===== src/hw/rtl/cewh_pkg.sv =====
// Shared types and constants of the cosine edge-weight histogram unit.
package cewh_pkg;

  typedef enum logic [1:0] {
    OP_MUL,
    OP_SQRT,
    OP_DIV
  } arith_op_e;

  typedef enum logic [1:0] {
    AS_IDLE,
    AS_SQRT,
    AS_DIV
  } arith_state_e;

  typedef struct packed {
    logic        start;
    arith_op_e   op;
    logic [63:0] opa;
    logic [63:0] opb;
  } arith_req_t;

  typedef struct packed {
    logic        done;
    logic [63:0] result;
  } arith_rsp_t;

  typedef enum logic [4:0] {
    S_IDLE,
    S_INIT,
    S_CLR,
    S_N_PIX,
    S_N_RD,
    S_N_MUL,
    S_N_MACW,
    S_N_SQ,
    S_N_SQW,
    S_P_PIX,
    S_P_CHK,
    S_P_RDP,
    S_P_RDQ,
    S_P_MUL,
    S_P_MACW,
    S_P_NRP,
    S_P_NRQ,
    S_P_DQ,
    S_P_DQW,
    S_P_COS,
    S_P_COSW,
    S_P_RSQ,
    S_P_RSQW,
    S_P_RAT,
    S_P_RATW,
    S_P_BIN,
    S_P_BINW,
    S_P_HRD,
    S_P_HWR,
    S_DONE
  } seq_state_e;

  typedef enum logic [1:0] {
    OUT_NONE,
    OUT_BIN,
    OUT_EDGE,
    OUT_RUN
  } out_kind_e;

  localparam logic [1:0] MODE_LOAD      = 2'd0;
  localparam logic [1:0] MODE_RUN       = 2'd1;
  localparam logic [1:0] MODE_READ_BIN  = 2'd2;
  localparam logic [1:0] MODE_READ_EDGE = 2'd3;

  localparam logic [1:0] CFG_WIDTH  = 2'd0;
  localparam logic [1:0] CFG_HEIGHT = 2'd1;
  localparam logic [1:0] CFG_BANDS  = 2'd2;
  localparam logic [1:0] CFG_RADIUS = 2'd3;

  localparam logic [8:0] WIDTH_RESET  = 9'd256;
  localparam logic [8:0] HEIGHT_RESET = 9'd256;
  localparam logic [5:0] BANDS_RESET  = 6'd3;
  localparam logic [7:0] RADIUS_RESET = 8'd16;

  localparam logic [63:0] Q31_ONE      = 64'h0000_0000_8000_0000;
  localparam logic [63:0] SQRT_TOP_BIT = 64'h4000_0000_0000_0000;
  localparam logic [63:0] ROUND_HALF   = 64'h0000_2000_0000_0000;
  localparam logic [31:0] COUNT_MAX    = 32'hFFFF_FFFF;

  localparam int SQRT_STEPS   = 32;
  localparam int DIV_STEPS    = 31;
  localparam int NUM_SHIFT    = 24;
  localparam int DIST_SHIFT   = 40;
  localparam int RADIUS_SHIFT = 16;

endpackage


===== src/hw/rtl/cewh_arith.sv =====
// Shared arithmetic unit: registered multiply, bit-serial square root and fraction divide.
module cewh_arith (
  input  logic                 clk_i,
  input  logic                 rst_ni,
  input  cewh_pkg::arith_req_t req_i,
  output cewh_pkg::arith_rsp_t rsp_o
);
  import cewh_pkg::*;

  arith_state_e state_q, state_d;
  logic [63:0]  rem_q, rem_d;
  logic [63:0]  res_q, res_d;
  logic [63:0]  aux_q, aux_d;
  logic [4:0]   cnt_q, cnt_d;
  logic         done_q, done_d;
  logic [63:0]  sq_trial;
  logic         sq_fit;
  logic [64:0]  div_shift;
  logic         div_fit;
  logic         step_last;
  logic [63:0]  prod;

  assign sq_trial  = res_q + aux_q;
  assign sq_fit    = rem_q >= sq_trial;
  assign div_shift = {rem_q, 1'b0};
  assign div_fit   = div_shift >= {1'b0, aux_q};
  assign step_last = (state_q == AS_SQRT) ? (cnt_q == 5'(SQRT_STEPS - 1))
                                          : (cnt_q == 5'(DIV_STEPS - 1));
  assign prod      = req_i.opa[31:0] * req_i.opb[31:0];

  always_comb begin
    state_d = state_q;
    unique case (state_q)
      AS_IDLE: begin
        if (req_i.start) begin
          unique case (req_i.op)
            OP_SQRT: state_d = AS_SQRT;
            OP_DIV: begin
              if (req_i.opa < req_i.opb) state_d = AS_DIV;
            end
            default: state_d = AS_IDLE;
          endcase
        end
      end
      AS_SQRT, AS_DIV: begin
        if (step_last) state_d = AS_IDLE;
      end
      default: state_d = AS_IDLE;
    endcase
  end

  always_comb begin
    rem_d  = rem_q;
    res_d  = res_q;
    aux_d  = aux_q;
    cnt_d  = cnt_q;
    done_d = 1'b0;
    unique case (state_q)
      AS_IDLE: begin
        if (req_i.start) begin
          cnt_d = '0;
          unique case (req_i.op)
            OP_MUL: begin
              res_d  = prod;
              done_d = 1'b1;
            end
            OP_SQRT: begin
              rem_d = req_i.opa;
              res_d = '0;
              aux_d = SQRT_TOP_BIT;
            end
            OP_DIV: begin
              // quotient of one or more saturates at once
              if (req_i.opa >= req_i.opb) begin
                res_d  = Q31_ONE;
                done_d = 1'b1;
              end else begin
                rem_d = req_i.opa;
                res_d = '0;
                aux_d = req_i.opb;
              end
            end
            default: done_d = 1'b0;
          endcase
        end
      end
      AS_SQRT: begin
        if (sq_fit) begin
          rem_d = rem_q - sq_trial;
          res_d = (res_q >> 1) + aux_q;
        end else begin
          res_d = res_q >> 1;
        end
        aux_d  = aux_q >> 2;
        cnt_d  = cnt_q + 5'd1;
        done_d = step_last;
      end
      AS_DIV: begin
        if (div_fit) begin
          rem_d = 64'(div_shift - {1'b0, aux_q});
          res_d = {res_q[62:0], 1'b1};
        end else begin
          rem_d = div_shift[63:0];
          res_d = {res_q[62:0], 1'b0};
        end
        cnt_d  = cnt_q + 5'd1;
        done_d = step_last;
      end
      default: done_d = 1'b0;
    endcase
  end

  always_ff @(posedge clk_i or negedge rst_ni) begin
    if (!rst_ni) begin
      state_q <= AS_IDLE;
      cnt_q   <= '0;
      done_q  <= 1'b0;
    end else begin
      state_q <= state_d;
      cnt_q   <= cnt_d;
      done_q  <= done_d;
    end
  end

  always_ff @(posedge clk_i) begin
    rem_q <= rem_d;
    res_q <= res_d;
    aux_q <= aux_d;
  end

  assign rsp_o.done   = done_q;
  assign rsp_o.result = res_q;

endmodule


===== config.mk =====
export PLATFORM = sky130hd
export DESIGN_NAME = cewh_arith
export DESIGN_NICKNAME = d
export VERILOG_FILES = /design/src/hw/rtl/cewh_pkg.sv /design/src/hw/rtl/cewh_arith.sv
export SDC_FILE = /design/constraint.sdc
export NUM_CORES = 2
export LEC_CHECK = 0
export BUFFER_PORTS_ARGS = -buffer_cell sky130_fd_sc_hd__buf_2
export CORE_ASPECT_RATIO = 2
export CORE_MARGIN = 2
export CORE_UTILIZATION = 60
export DETAILED_ROUTE_END_ITERATION = 8
export GPL_ROUTABILITY_DRIVEN = 0
export PLACE_DENSITY_LB_ADDON = 0.25
export SLEW_MARGIN = 30
export SYNTH_ARGS = -nofsm -noshare
export SYNTH_HDL_FRONTEND = slang
export SYNTH_SLANG_ARGS = --single-unit

===== constraint.sdc =====
create_clock -name clk_i -period 13.8 [get_ports clk_i]
set_input_delay 0.69 -clock clk_i [delete_from_list [all_inputs] [get_ports clk_i]]
set_output_delay 0.69 -clock clk_i [all_outputs]
set_load 0.01 [all_outputs]

==> results.toml <==
[status]
run_status = "complete, no violations"

[clocking]
clock_path_buffers = 2
cts-root-buf = "clkbuf_16"
clkTransAtPathRegs_ns = 0.10
ctsResizeCount = 0
cts.sink_count = 200
cts_setup_buffers = 0
cts_tree = "built"
cts_hold_buf = 1
insertion_delay_ns = 0.55
numCtsBuffers = 17
cts_htree_levels = 4

[sta]
setup_tns_ns = 0
fin_crit_ns = 9.328
finalMaxSlewViolations = 0
rsz0062_at_grt = "no"
min_period_over_period = 0.6760
clock-skew-final_ns = 0.03851
hold_viol = 0
setup_viol_count_final = 0
relSlewSlack = 0.1873
worst_pin_slew_ns = 1.214
fmaxAchievable_ghz = 0.1072

[global_route]
grt_max_degree = 74
grt.total_usage = 0.4304
antenna_found_initial = 15
grt_pass1_wl_um = 334100
grt_pass1_vias = 57100
grt-ovfl-total = 0

[floorplanning]
rows = 164
die_area_um2 = 103300
start_util = 0.6053
num_io_pins = 198
core_area_um2 = 99730
die_width_um = 228.3
die_y_um = 452.6

[route]
ant_nets = 0
wire_per_inst_um = 26.39
vias_per_cell = 6.561
first_iter_violations = 6196
drc = 0
dr_total_vias = 54970
wl_um = 221100
first_pass_iters = 9

[logic_synthesis]
syn_area_um2 = 60360
yosys.area_share.adder = 0.4276
synth_compound_area_frac = 0.1621
synthSimpleGateAreaFrac = 0.1720
avgSynthCellArea_um2 = 8.418
synth_cell_types = 87
ys_warn_count = 0
synth_edf_count = 192
syn_inst = 7170
synth_top_family_by_area = "adder cells"
mappedNetlistNets = 8826
postSynth.asyncResetShare = 0.04000
ys_seq_area_frac = 0.09884
yosys_most_used_dff = "edfxtp_1"
synth.area.mux_share = 0.005721
synth_xor_area_frac = 0.04135
ys_ff_latch = 200

[cells_and_area]
area_growth_pct = 3.669
fin_util = 0.6275
mostFrequentLayoutCells = "1,068 x inv_1, 900 x fa_1, 830 x nand2_1"
final_common_cell = "inv_1"
fin_cells = 8377
num-nets-final = 8681
final_area_um2 = 62580
drive_above_1_share = 0.04660

[setup_path]
worstPathArrival_ns = 9.48
critPathSlowestCell = "o311ai_2"
crit_chain = "ha_1 > a21o_1 > a21oi_1 > nor2b_1 > o211ai_1 > a31oi_1 > o311ai_2 > nand2_1 > a2111oi_2 > o31ai_1 > a21oi_1 > xor2_1 > ha_1 > nand4_1 > or3_1 > nor3_1 > nand4_1 > a31oi_1 > buf_4 > nor2_4 > a221oi_4 > buf_4"
path_max_fanout = 53
cp.required_ns = 13.96
cp-end-kind = "flop"
cpPeakStageDelay_ns = 0.92
path_class = "flop to flop"
startpoint_type = "flop"

[min_path]
holdCritPathClass = "input pin to flop"

[run]
maxCapViolCount = 0

[placement]
port_buffers = 197
postPlaceCellArea_um2 = 61920
dpl.hpwl_um = 169400
place_inst = 8332
[critical path: cells and delay by family (launching register included)]
kind | cells | cell delay [ns]
DFF | 1 | 0.52
and+or+nand+nor | 7 | 2.17
xor gates and xnor gates | 1 | 0.09
buffers and inverters | 2 | 0.97
adders and majority gates | 2 | 0.75
AOI/OAI and AO/OA | 10 | 4.28
[synth_stat cells (10+ instances only)]
library cell	number	area share
a21oi_1	412	0.034
inv_1	1069	0.066
nor2b_1	38	0.0039
xnor2_1	152	0.022
buf_2	10	0.00083
a211oi_1	33	0.0041
or3_1	12	0.0012
clkbuf_1	382	0.024
o211ai_1	30	0.0037
nand4_1	102	0.011
xor2_1	133	0.019
edfxtp_1	192	0.096
mux2i_1	30	0.0050
o221ai_1	15	0.0022
nor3_1	66	0.0055
nor4_1	10	0.0010
a22oi_1	37	0.0046
and2_1	548	0.057
o22ai_1	16	0.0017
nor2_1	330	0.021
o21bai_1	57	0.0071
a21o_1	223	0.028
fa_1	900	0.30
o31ai_1	87	0.011
a221oi_1	48	0.0070
a31oi_1	47	0.0049
o21ai_0	237	0.020
o21ai_1	79	0.0066
nand3_1	80	0.0066
nand2_1	830	0.052
nor3b_1	10	0.0012
a222oi_1	17	0.0028
and3_1	41	0.0042
o21a_1	36	0.0045
a21boi_0	12	0.0015
a22o_1	12	0.0017
ha_1	623	0.13
and4_1	11	0.0016
buf_1	13	0.00081
a221o_1	17	0.0028
nand2b_1	34	0.0035
[logic make-up (layout without fill, tap and decap cells)]
group                      after synthesis  count (layout)
adders and majority gates             1523            1523
and+or+nand+nor                       2139            2139
muxes                                   34              34
AOI/OAI and AO/OA                     1510            1510
xor gates and xnor gates               285             285
buffers and inverters                 1479            1347
other                                    0              11
DFF                                    200             200
[worst paths after layout]
path	start	to	slack (ns)	cells past startpoint
setup / recovery	res_q[1]	rem_q[9]	4.47	22
max in group asynchronous	rst_ni	state_q[1]	13.08	2
min in group asynchronous	rst_ni	done_q	0.55	2
setup reg to reg	res_q[1]	rem_q[9]	4.47	22
hold reg to reg	cnt_q[1]	cnt_q[1]	0.53	2
hold / removal	req_i[100]	rem_q[36]	0.50	3
[routing by layer]
metal | GRT usage | up-vias | wire length (µm) | part of all wire
li1 | - | 23370 | - | -
met5 | 0 | - | 81 | 0.00037
met2 | 0.6954 | 3506 | 100800 | 0.46
met4 | 0.4236 | 12 | 27190 | 0.12
met3 | 0.1217 | 1378 | 24020 | 0.11
met1 | 0.4441 | 26700 | 69000 | 0.31
[state kept, by name, indices dropped and copies added (netlist names)]
register  cells
state_q       2
cnt_q         5
res_q        64
rem_q        64
aux_q        64
done_q        1
[cell type report]
cell class,count,area [µm²]
fill,8723,37150
clock inverter,14,115.1
sequential,200,5966
antenna,11,27.53
clock buffer,18,429.2
tap,1328,1662
inverter,1072,4024
multi-input combinational,5491,49020
timing repair buffer,243,1334
[per-stage QoR]
step	worst slack (ns)	hold WS (ns)
floorplan	3.157	0.3944
global placement	4.348	0.4876
detailed placement	4.270	0.5177
CTS	4.806	0.4936
global route	4.321	0.5114
finish	4.472	0.4989
Power is not shown: default switching activity piles up to over one toggle a cycle in this logic, so the estimate is an artifact.
